`src/hot_pkg.sv`:
```
package hot_pkg;

   // Default sizing
   localparam int NUM_BINS_DEF    = 256;
   localparam int COUNT_WIDTH_DEF = 32;

   // Fixed field widths
   localparam int VOXEL_W     = 16;
   localparam int RANGE_BITS  = 11;   // counted voxels lie in 0..2047
   localparam int THR_W       = 8;
   localparam int OUT_CNT_W   = 32;
   localparam int BIN_PROD_W  = 23;   // 11-bit sample times bin count up to 2048

   typedef struct packed {
      logic signed [VOXEL_W-1:0] voxel;
      logic                      last_voxel;
   } hot_req_type;

   typedef struct packed {
      logic [THR_W-1:0]     threshold_bin;
      logic [OUT_CNT_W-1:0] counted_voxels;
   } hot_rsp_type;

   typedef enum logic [2:0] {
      MUL_A,     // w0 * s1
      MUL_B,     // w1 * s0
      MUL_SQ,    // d * d
      MUL_DEN,   // w0 * w1
      MUL_L,     // sq * best_den
      MUL_R      // best_sq * den
   } mul_op_type;

   typedef enum logic [3:0] {
      S_CLR,
      S_IDLE,
      S_UPD_RD,
      S_UPD_WR,
      S_SW_RD,
      S_SW_ACC,
      S_CHK,
      S_MGO,
      S_MWAIT,
      S_DCHK,
      S_CMP,
      S_BEST,
      S_NEXT,
      S_EMIT
   } state_type;

   typedef struct packed {
      logic       capture;
      logic       mem_rd;
      logic       rd_sel_t;
      logic       upd_wr;
      logic       clr_wr;
      logic       sweep_init;
      logic       acc;
      logic       mul_start;
      mul_op_type mul_op;
      logic       take_best;
      logic       t_inc;
      logic       t_zero;
      logic       emit;
   } hot_cmd_type;

   typedef struct packed {
      logic wzero;
      logic d_zero;
      logic gt;
      logic have;
      logic mul_done;
      logic t_last_thr;
      logic t_last_bin;
      logic rsp_free;
   } hot_sts_type;

endpackage

```
`src/hot_ctrl.sv`:
```
module hot_ctrl (
   input  logic              clock,
   input  logic              reset,
   input  logic              req_valid,
   output logic              req_ready,
   input  logic              last_voxel,
   input  hot_pkg::hot_sts_type sts,
   output hot_pkg::hot_cmd_type cmd
);
   import hot_pkg::*;

   state_type  state_ff, state_in;
   mul_op_type op_ff, op_in;
   logic       last_ff, last_in;

   always_ff @(posedge clock) begin
      if (reset) begin
         state_ff <= S_CLR;
         op_ff    <= MUL_A;
         last_ff  <= 1'b0;
      end else begin
         state_ff <= state_in;
         op_ff    <= op_in;
         last_ff  <= last_in;
      end
   end

   // Next state
   always_comb begin
      state_in = state_ff;
      op_in    = op_ff;
      last_in  = last_ff;
      case (state_ff)
         S_CLR: begin
            if (sts.t_last_bin) state_in = S_IDLE;
         end
         S_IDLE: begin
            if (req_valid) begin
               state_in = S_UPD_RD;
               last_in  = last_voxel;
            end
         end
         S_UPD_RD: state_in = S_UPD_WR;
         S_UPD_WR: state_in = last_ff ? S_SW_RD : S_IDLE;
         S_SW_RD:  state_in = S_SW_ACC;
         S_SW_ACC: state_in = S_CHK;
         S_CHK: begin
            if (sts.wzero) begin
               state_in = S_NEXT;
            end else begin
               state_in = S_MGO;
               op_in    = MUL_A;
            end
         end
         S_MGO: state_in = S_MWAIT;
         S_MWAIT: begin
            if (sts.mul_done) begin
               case (op_ff)
                  MUL_A: begin
                     state_in = S_MGO;
                     op_in    = MUL_B;
                  end
                  MUL_B:  state_in = S_DCHK;
                  MUL_SQ: begin
                     state_in = S_MGO;
                     op_in    = MUL_DEN;
                  end
                  MUL_DEN: begin
                     // no stored maximum yet: take this one directly
                     state_in = S_BEST;
                     op_in    = MUL_L;
                  end
                  MUL_L: begin
                     state_in = S_MGO;
                     op_in    = MUL_R;
                  end
                  MUL_R:   state_in = S_CMP;
                  default: state_in = S_NEXT;
               endcase
            end
         end
         S_DCHK: begin
            if (sts.d_zero) begin
               state_in = S_NEXT;
            end else begin
               state_in = S_MGO;
               op_in    = MUL_SQ;
            end
         end
         S_CMP:  state_in = sts.gt ? S_BEST : S_NEXT;
         S_BEST: state_in = S_NEXT;
         S_NEXT: state_in = sts.t_last_thr ? S_EMIT : S_SW_RD;
         S_EMIT: begin
            if (sts.rsp_free) state_in = S_CLR;
         end
         default: state_in = S_CLR;
      endcase
      // with a stored maximum, compare cross products before taking it
      if (state_ff == S_MWAIT && sts.mul_done && op_ff == MUL_DEN && sts.have) begin
         state_in = S_MGO;
         op_in    = MUL_L;
      end
   end

   // Outputs
   always_comb begin
      cmd        = '0;
      cmd.mul_op = op_ff;
      req_ready  = 1'b0;
      case (state_ff)
         S_CLR: begin
            cmd.clr_wr = 1'b1;
            cmd.t_inc  = 1'b1;
         end
         S_IDLE: begin
            req_ready   = 1'b1;
            cmd.capture = req_valid;
         end
         S_UPD_RD: cmd.mem_rd = 1'b1;
         S_UPD_WR: begin
            cmd.upd_wr     = 1'b1;
            cmd.sweep_init = last_ff;
         end
         S_SW_RD: begin
            cmd.mem_rd   = 1'b1;
            cmd.rd_sel_t = 1'b1;
         end
         S_SW_ACC:  cmd.acc = 1'b1;
         S_MGO:     cmd.mul_start = 1'b1;
         S_BEST:    cmd.take_best = 1'b1;
         S_NEXT:    cmd.t_inc = !sts.t_last_thr;
         S_EMIT: begin
            cmd.emit   = sts.rsp_free;
            cmd.t_zero = sts.rsp_free;
         end
         default: cmd = cmd;
      endcase
   end

endmodule

```
`config.mk`:
```
export PLATFORM = sky130hd
export DESIGN_NAME = hot_ctrl
export DESIGN_NICKNAME = d
export VERILOG_FILES = /design/src/hot_pkg.sv /design/src/hot_ctrl.sv
export SDC_FILE = /design/constraint.sdc
export NUM_CORES = 1
export LEC_CHECK = 0
export BUFFER_PORTS_ARGS = -buffer_cell sky130_fd_sc_hd__buf_2
export CORE_UTILIZATION = 50
export DETAILED_ROUTE_END_ITERATION = 7
export PLACE_DENSITY_LB_ADDON = 0.3
export RECOVER_POWER = 100
export SYNTH_ARGS = -nofsm -noshare
export SYNTH_HDL_FRONTEND = slang
export SYNTH_SLANG_ARGS = --single-unit
```
`constraint.sdc`:
```
create_clock -name clock -period 3.55 [get_ports clock]
set_input_delay 0.71 -clock clock [delete_from_list [all_inputs] [get_ports clock]]
set_output_delay 0.71 -clock clock [all_outputs]
set_load 0.01 [all_outputs]
```
==> results of run 1 <==
[stage by stage]
| stage | power [uW] | hold slack [ns] | setup WS [ns] |
|---|---|---|---|
| 2_1_floorplan | 279 | 0.498 | 1.42 |
| 3_3_place_gp | 325 | 0.529 | 1.35 |
| 3_5_place_dp | 327 | 0.583 | 1.29 |
| 4_1_cts | 398 | 0.593 | 1.01 |
| 5_1_grt | 428 | 0.641 | 0.883 |
| 6_report | 394 | 0.581 | 0.977 |
[worst min-delay path, cell delays in order, from the launching register on]
cell and delay, ns:
dfxtp_1 0.34, mux2i_1 0.14, nor2_1 0.05
[power breakdown]
| group | total, uW | internal [uW] | switching, uW | leakage (uW) |
|---|---|---|---|---|
| registers | 136 | 100 | 35.8 | 0.0000649 |
| logic | 188 | 77.2 | 111 | 0.000239 |
| clock network | 70.2 | 38.7 | 31.4 | 0.0000138 |
[cell usage in the layout (no fill, tap or decap), types with 2 or more instances in the layout]
master	synthesis	routed
or2_2	2	2
nor2_1	13	13
a211oi_1	2	2
a21oi_1	7	7
nand3_1	2	2
nand2_1	8	8
and2_0	0	2
buf_2	0	13
dfxtp_1	8	8
nor2b_1	2	2
inv_1	4	4
a32oi_1	2	2
clkbuf_1	2	14
nand2b_1	5	5
o21ai_0	6	6
clkbuf_4	0	3
nor3_1	7	8
nand3b_1	2	2
and3_1	2	2
or3_1	2	2
mux2i_1	2	2
a311oi_1	3	3
[cells by family (layout without fill, tap and decap cells)]
| logic type | after synthesis | count (layout) | share of synthesized area (%) |
|---|---|---|---|
| AND/OR/NAND/NOR | 53 | 53 | 37.7 |
| AO/OA/AOI/OAI | 32 | 32 | 29.5 |
| buffers and inverters | 11 | 34 | 8.94 |
| flip-flops | 8 | 8 | 21.2 |
| multiplexers | 2 | 2 | 2.65 |
[cell type report]
type | count | area, um^2
flip-flops and latches | 8 | 160
clock buffers | 3 | 22.5
repair buffers | 27 | 118
multi-input cells | 87 | 522
well taps | 15 | 18.8
fillers | 133 | 494
inverters | 4 | 15.0
[flip-flops by register name, indices dropped and copies added, names as in the netlist]
register,flops
last_ff,1
op_ff,3
state_ff,4
[worst min path at each step]
| stage | to | cells after the start |
|---|---|---|
| 2_1_floorplan | last_ff$_SDFFE_PP0P_ | 2 |
| 3_3_place_gp | last_ff$_SDFFE_PP0P_ | 2 |
| 3_5_place_dp | last_ff$_SDFFE_PP0P_ | 2 |
| 4_1_cts | last_ff$_SDFFE_PP0P_ | 2 |
| 5_1_grt | last_ff$_SDFFE_PP0P_ | 2 |
| 6_report | last_ff$_SDFFE_PP0P_ | 2 |
[metal layers]
layer	routed length, um	up-vias	global-route usage (%)
met5	0	-	0
met3	164	4	9.24
met1	869	421	33.9
met2	993	49	45.7
li1	-	439	-
met4	20	0	2.50
==> key figures, run 1 <==
Run status
  • Status: completed

STA
  • Fin crit share: between 70% and 80%
  • Final setup fails: 0
  • Layout Skew: 0.00380 ns
  • Max_slew headroom: 61.0%
  • Tightest Pin Transition: 0.585 ns
  • Final Hold Vio Count: 0
  • RSZ-0062 raised after global routing: false
  • Setup TNS: 0 ns
  • F_max: 0.389 GHz
  • Fin crit period: 2.57 ns
  • Max-slew violation count: 0

Power
  • P per Cell Area: 460 nW/um^2
  • VDD IR max: 0.228 mV
  • Pleak: 0.000318 uW

Drt
  • Via count: 913
  • Vias per cell: 6.34
  • 1st-pass router iterations: 4
  • Wire per inst: approximately 14 um
  • WL final: between 2000 and 2500 um
  • Initial drt markers: 44
  • Antenna-violating nets left: 0
  • DRC viols: 0

Final layout
  • Area delta synth->final: 13.2%
  • Final Instance Count excl. Fillers: 144
  • Fraction of layout instances using a drive strength above 1: 15.5%
  • Post-route core utilization: 63.4%
  • Nets: around 140
  • Final Cell Area: around 860 um^2
  • Number of antenna diodes: 0

Die
  • Core box area: 1350 um^2
  • IO Count: 28
  • Die width: about 40 um
  • Starting density of the core: 56.0%
  • Row cnt: 13
  • Die height: between 40 and 50 um
  • DIE AREA: around 1700 um^2

Critical path
  • Worst EP required: 2.84 ns
  • CP startpoint: state_ff[2]$_SDFFE_PP0P_
  • Reg2reg path depth: 4
  • WS Path Type: register to output port
  • Crit-path max cell delay: 0.65 ns
  • R2R Path End: state_ff[0]$_SDFFE_PP0P_
  • Worst path depth: 5
  • Nature of the critical path endpoint: output port
  • CP startpoint kind: register
  • Critical-path top delay cell: dfxtp_1
  • Worst Path Max Fanout: 17
  • Worst path top cell family by delay: flip-flops
  • Reg-to-reg critical path startpoint: state_ff[2]$_SDFFE_PP0P_
  • Critical path endpoint: cmd[2]
  • Critical path arrival: 1.86 ns
  • Worst path bufs/invs: 2
  • Reg2reg setup slack: about 1.7 ns
  • Worst path cell trace: inv_1 > or3_1 > o21ai_0 > and2_0 > buf_2

Synth
  • Top cells by count, synth: nor2_1, dfxtp_1, nand2_1
  • Seq cells post-synth: 8
  • Synthesized cell area: 756 um^2
  • Yosys top cell area share: 21.2%
  • Top_reg_cell synth: dfxtp_1
  • Syn Area/Cell: about 7.1 um^2
  • Top-count cell post-synth: nor2_1
  • Gate Count Post-Synth: between 100 and 150
  • Register area share after synthesis: 21.2%
  • Ys Warns: 0
  • Synth area leader: dfxtp_1
  • Syn Nets: 118
  • Unique cell type count in the Yosys netlist: 42
  • Async set-reset flop share out of synthesis: 0%
  • Post-synth EDFFs: 0
  • Area contributors post-synth: dfxtp_1, nor2_1, a21oi_1

Clocking
  • # clock sinks: 8
  • CTS Buf Count: 3
  • Worst-Skew Late Latency: 0.26 ns
  • CTS root buf: clkbuf_4
  • H-tree depth: 1
  • Post-CTS Repair Setup Buffers: 0
  • PostCTS Resize Cnt: 0
  • Bufs on Longest Clock Path: 2
  • Clk slew on worst S/H paths: 0.05 ns
  • # hold bufs at CTS: 0
  • CTS tree: yes

Min path
  • Hold path startpoint: last_ff$_SDFFE_PP0P_
  • Min-Delay Path Class: register to register

Placed design
  • Placed cells: 141
  • Post-detail-place hpwl: 1520 um
  • RePlAce Congestion: 0.922
  • PortBufs: 27
  • Post-place instance area: around 860 um^2

Global route
  • Vias in the first global route: 714
  • First-pass GRT wire length: 3010 um
  • Initial antenna violation count: 0
  • Largest net degree at the start of global routing: 20
  • Gr usage total: 27.0%
  • Total grt overflow: 0

Flow run
  • Total of max-cap violations: 0
No activity file was read; power rests on OpenSTA's default activity.
==> run 2: changes to the inputs <==
CORE_UTILIZATION = 48   (was 50)
clock period = 2.6 ns   (was 3.55 ns; I/O delays follow)
==> run 2 against run 1 <==
Core utilization fell by 0.50 points. Die area rose by 4.0%. Setup slack got worse by 0.51 ns. Sequential cell count did not move. Combinational power rose by 37%. First-iteration DRC count rose by 18%. Worst hold slack got worse by 0.084 ns. Largest cell class unchanged. Largest power group unchanged. Highest routed layer unchanged.
==> key figures, run 2 (synthesis results as in run 1) <==
Run status
  • Status: completed

STA
  • Min Hold Slack: 0.496 ns (-0.0845 ns)
  • Max-slew violation count: 0 (unchanged)
  • F_max: roughly 0.47 GHz
  • Tightest Pin Transition: 0.603 ns (+0.0181 ns)
  • Setup TNS: 0 ns (unchanged)
  • Final setup margin: 0.471 ns (-0.507 ns)
  • Final Hold Vio Count: 0 (unchanged)
  • Max_slew headroom: 59.8% (-1.2 points)
  • RSZ-0062 raised after global routing: false
  • Final setup fails: 0 (unchanged)
  • Layout Skew: 0.00342 ns (-0.000388 ns)
  • Fin crit period: 2.13 ns
  • Fin crit share: approximately four fifths

Flow run
  • Total of max-cap violations: 0 (unchanged)

Critical path
  • Reg-to-reg critical path startpoint: state_ff[1]$_SDFFE_PP0P_
  • Critical-path top delay cell: dfxtp_1
  • Worst path cell trace: nand2_1 > nor2_1 > and2_1 > clkbuf_1
  • Worst path top cell family by delay: flip-flops
  • Reg2reg setup slack: 0.61 ns (-1.05 ns)
  • CP startpoint: state_ff[1]$_SDFFE_PP0P_
  • Critical path arrival: 1.61 ns (-0.25 ns)
  • Worst Path Max Fanout: 19 (+2)
  • WS Path Type: register to output port
  • Worst EP required: 2.08 ns (-0.76 ns)
  • Nature of the critical path endpoint: output port
  • CP startpoint kind: register
  • Crit-path max cell delay: 0.70 ns (+0.05 ns)
  • Worst path bufs/invs: 1 (-1)

Drt
  • Via count: 901 (-1.3%)
  • 1st-pass router iterations: 4 (unchanged)
  • Initial drt markers: 52 (+18%)
  • Vias per cell: 6.17 (-2.7%)
  • WL final: 2130 um (+3.9%)
  • DRC viols: 0 (unchanged)
  • Antenna-violating nets left: 0 (unchanged)
  • Wire per inst: 14.6 um (+2.5%)

Clocking
  • Post-CTS Repair Setup Buffers: 0 (unchanged)
  • CTS tree: yes
  • Clk slew on worst S/H paths: 0.06 ns (about the same)
  • H-tree depth: 1 (unchanged)
  • Worst-Skew Late Latency: 0.26 ns (about the same)
  • PostCTS Resize Cnt: 0 (unchanged)
  • CTS root buf: clkbuf_4
  • # hold bufs at CTS: 0 (unchanged)
  • CTS Buf Count: 3 (unchanged)
  • Bufs on Longest Clock Path: 2 (unchanged)
  • # clock sinks: 8 (unchanged)

Die
  • DIE AREA: 1740 um^2 (+4.0%)
  • Starting density of the core: 54.7% (-1.3 points)
  • Die width: 41.7 um (+2.0%)
  • Row cnt: 13 (unchanged)
  • Core box area: 1380 um^2 (+2.4%)
  • Die height: 41.7 um (+2.0%)
  • IO Count: 28 (unchanged)

Global route
  • Vias in the first global route: 819 (+15%)
  • First-pass GRT wire length: 3470 um (+15%)
  • Top Usage Layer GRT: met2
  • Global Route met1 Usage: 30.6% (-3.3 points)
  • Largest net degree at the start of global routing: 20 (unchanged)
  • Total grt overflow: 0 (unchanged)
  • Met2 GRT Util: 44.4% (-1.3 points)
  • Gr usage total: 25.7% (-1.4 points)
  • Met3 Use GR: 9.13% (-0.11 points)
  • Initial antenna violation count: 0 (unchanged)

Final layout
  • Largest register FFs: 4 (unchanged)
  • Final Cell Area: 870 um^2 (+1.6%)
  • Area delta synth->final: 15.1%
  • Fraction of layout instances using a drive strength above 1: 16.0% (+0.53 points)
  • Number of antenna diodes: 0 (unchanged)
  • Most frequent cells in the layout: clkbuf_1, nor2_1, buf_2
  • Final Instance Count excl. Fillers: 146 (+1.4%)
  • Biggest regs: state_ff x4, op_ff x3, last_ff x1
  • Most common cell after layout, fill and taps aside: clkbuf_1
  • Nets: 145 (+1.4%)
  • Reg with most FFs: state_ff

Placed design
  • Post-place instance area: 872 um^2 (+1.8%)
  • Post-detail-place hpwl: 1580 um (+3.6%)
  • RePlAce Congestion: 0.912 (-1.1%)
  • Placed cells: 143 (+1.4%)
  • Setup slack after placement: 0.810 ns (-0.478 ns)
  • PortBufs: 27 (unchanged)

Power
  • Pleak: 0.000325 uW (+2.4%)
  • VDD IR max: 0.442 mV (+94%)
  • P per Cell Area: 624 nW/um^2 (+35%)

Min path
  • Min-Delay Path Class: primary input to register
  • Hold path startpoint: reset
-- run 2: changes by cell type in the layout (fill, tap and decap cells not counted) --
| cell | before | now |
|---|---|---|
| and2_1 | 0 | 1 |
| buf_4 | 0 | 2 |
| clkbuf_1 | 14 | 15 |
| and2_0 | 2 | 1 |
| buf_2 | 13 | 12 |
-- run 2: cell type report --
type,count,area (um^2)
timing repair buffer,29,131
multi-input combinational,87,522
clock buffer,3,22.5
fill,146,513
tap,15,18.8
inverter,4,15.0
sequential,8,160
-- run 2: where the power goes --
part / switching [uW] / internal (uW) / total, uW / leakage (uW)
clock network: 45.8 / 53.1 / 98.9 / 0.0000138
registers: 49.8 / 137 / 186 / 0.0000649
logic: 151 / 106 / 257 / 0.000247
-- run 2: worst paths after layout --
check	endpoint	cells after the start
max	cmd[9]	4
max reg2reg	op_ff[0]$_SDFFE_PP0P_	5
min	op_ff[2]$_SDFFE_PP0P_	2
min reg2reg	last_ff$_SDFFE_PP0P_	2
-- run 2: metrics by stage --
step / utilization [%] / total power [uW]
5_1_grt: 62.9 / 578
3_5_place_dp: 63.1 / 447
2_1_floorplan: - / 381
6_report: 62.9 / 542
4_1_cts: 64.7 / 544
3_3_place_gp: 63.1 / 441
-- run 2: per-layer routing --
metal / up-vias / wire length, um
met4: 0 / 20
li1: 438 / -
met1: 410 / 894
met3: 4 / 211
met2: 49 / 1000
met5: - / 0
==> run 3: changes to the inputs <==
clock period = 2.1 ns   (was 2.6 ns; I/O delays follow)
==> run 3 against run 2 <==
Worst hold slack got worse by 0.10 ns. Total power grew 23%. Sequential cell count stayed put. Wire length down 4.4%. First-iteration DRC count decreased by 44%. Register-to-register slack worse by 0.40 ns.
==> key figures, run 3 (synthesis results as in run 1) <==
Run status
  • Status: completed

Min path
  • Min-Delay Path Class: primary input to register

Clocking
  • Worst-Skew Late Latency: 0.26 ns (about the same)
  • Bufs on Longest Clock Path: 2 (unchanged)
  • CTS root buf: clkbuf_4
  • CTS tree: yes
  • Clk slew on worst S/H paths: 0.06 ns (about the same)
  • # clock sinks: 8 (unchanged)
  • Post-CTS Repair Setup Buffers: 0 (unchanged)
  • H-tree depth: 1 (unchanged)
  • CTS Buf Count: 3 (unchanged)

Critical path
  • Critical path arrival: 1.57 ns (-0.04 ns)
  • Worst path top cell family by delay: simple AND/OR/NAND/NOR gates
  • CP startpoint kind: register
  • Nature of the critical path endpoint: output port
  • Worst Path Max Fanout: 14 (-5)
  • Critical-path top delay cell: dfxtp_2
  • WS Path Type: register to output port
  • Crit-path max cell delay: 0.46 ns (-0.24 ns)
  • Worst path bufs/invs: 2 (+1)
  • Worst path cell trace: inv_1 > or3_1 > o21ai_0 > and2_1 > buf_2
  • Worst EP required: 1.68 ns (-0.40 ns)

Final layout
  • Most common cell after layout, fill and taps aside: clkbuf_1
  • Biggest regs: state_ff x4, op_ff x3, last_ff x1
  • Post-route core utilization: 63.3% (+0.45 points)
  • Nets: 146 (+0.69%)
  • Fraction of layout instances using a drive strength above 1: 17.4% (+1.4 points)
  • Final Instance Count excl. Fillers: 147 (+0.68%)
  • Area delta synth->final: 15.9%
  • Largest register FFs: 4 (unchanged)
  • Most frequent cells in the layout: clkbuf_1, nor2_1, buf_2, nand2_1, nor3_1
  • Reg with most FFs: state_ff
  • Number of antenna diodes: 0 (unchanged)

STA
  • Final setup margin: 0.107 ns (-0.363 ns)
  • Fin crit period: 1.99 ns
  • Final Hold Vio Count: 0 (unchanged)
  • Tightest Pin Transition: 0.475 ns (-0.128 ns)
  • Setup TNS: 0 ns (unchanged)
  • Final setup fails: 0 (unchanged)
  • RSZ-0062 raised after global routing: false
  • Max-slew violation count: 0 (unchanged)
  • Fin crit share: around 95%
  • Max_slew headroom: 68.3% (+8.6 points)
  • Layout Skew: 0.00931 ns (+0.00589 ns)
  • F_max: 0.502 GHz

Drt
  • Initial drt markers: 29 (-44%)
  • 1st-pass router iterations: 4 (unchanged)
  • Antenna-violating nets left: 0 (unchanged)
  • Via count: 906 (+0.55%)
  • Wire per inst: 13.8 um (-5.0%)
  • DRC viols: 0 (unchanged)
  • WL final: 2040 um (-4.4%)
  • Vias per cell: 6.16 (-0.13%)

Power
  • Pleak: 0.000328 uW (+0.73%)
  • Design Power: 668 uW (+23%)
  • VDD IR max: 0.477 mV (+7.9%)
  • P per Cell Area: 763 nW/um^2 (+22%)

Die
  • Die height: 41.7 um (unchanged)
  • Row cnt: 13 (unchanged)
  • IO Count: 28 (unchanged)
  • Core box area: 1380 um^2 (unchanged)
  • DIE AREA: 1740 um^2 (unchanged)
  • Starting density of the core: 54.7% (unchanged)
  • Die width: 41.7 um (unchanged)

Flow run
  • Total of max-cap violations: 0 (unchanged)

Placed design
  • RePlAce Congestion: 0.923 (+1.2%)
  • Post-detail-place hpwl: 1510 um (-4.6%)
  • PortBufs: 27 (unchanged)
  • Setup slack after placement: 0.267 ns (-0.543 ns)
  • Placed cells: 144 (+0.70%)

Global route
  • First-pass GRT wire length: 3360 um (-3.2%)
  • Gr usage total: 24.5% (-1.1 points)
  • Total grt overflow: 0 (unchanged)
  • Initial antenna violation count: 0 (unchanged)
  • Largest net degree at the start of global routing: 20 (unchanged)
  • Vias in the first global route: 757 (-7.6%)
-- run 3: cell types whose count changed in the layout (fill, tap and decap cells not counted), sizes merged --
cell / previous run / this run
clkbuf: 18 / 19
-- run 3: final timing paths --
check,slack (ns),end,depth (start not counted),startpoint
worst min register to register,0.55,last_ff$_SDFFE_PP0P_,2,last_ff$_SDFFE_PP0P_
worst max-delay path,0.11,cmd[2],5,state_ff[3]$_SDFFE_PP0P_
worst min-delay path,0.39,state_ff[2]$_SDFFE_PP0P_,2,reset
worst max register to register,0.21,op_ff[0]$_SDFFE_PP0P_,6,state_ff[2]$_SDFFE_PP0P_
-- run 3: report_power, final --
group	internal (uW)	total, uW	switching (uW)	leakage, uW
logic	132	312	181	0.000248
registers	171	235	64.4	0.0000658
clock network	65.6	121	55.2	0.0000138
total	368	668	300	0.000328
-- run 3: what timing repair did --
item | 4_1_cts | 5_1_grt
gates cloned | 0 | 0
gates resized for setup | 1 | 1
setup endpoints to repair | 1 | 1
hold buffers | 0 | 0
-- run 3: worst reg2reg max path, cell delays in order (launching register included) --
cell and delay, ns:
dfxtp_1 0.32, clkbuf_1 0.21, nor3_1 0.42, nand2_1 0.19
nor3_1 0.37, or2_2 0.22, a211oi_1 0.05
-- run 3: metrics by stage --
step | hold WS (ns) | area [um^2]
after floorplan | 0.492 | 756
after global placement | 0.534 | 880
after detailed placement | 0.549 | 880
after CTS | 0.384 | 903
after global routing | 0.400 | 876
final | 0.394 | 876
-- run 3: final cells by class --
cell class,count,area (um^2)
clock buffer,3,22.5
fill,144,507
inverter,4,15.0
multi-input combinational,87,522
sequential,8,163
tap,15,18.8
timing repair buffer,30,135
-- run 3: layer usage --
| metal | vias up | wire (um) | global-route usage, % |
|---|---|---|---|
| li1 | 443 | - | - |
| met1 | 416 | 907 | 32.5 |
| met2 | 47 | 938 | 40.9 |
| met3 | 0 | 189 | 7.83 |
| met4 | 0 | 0 | 0.645 |
| met5 | - | 0 | 0 |
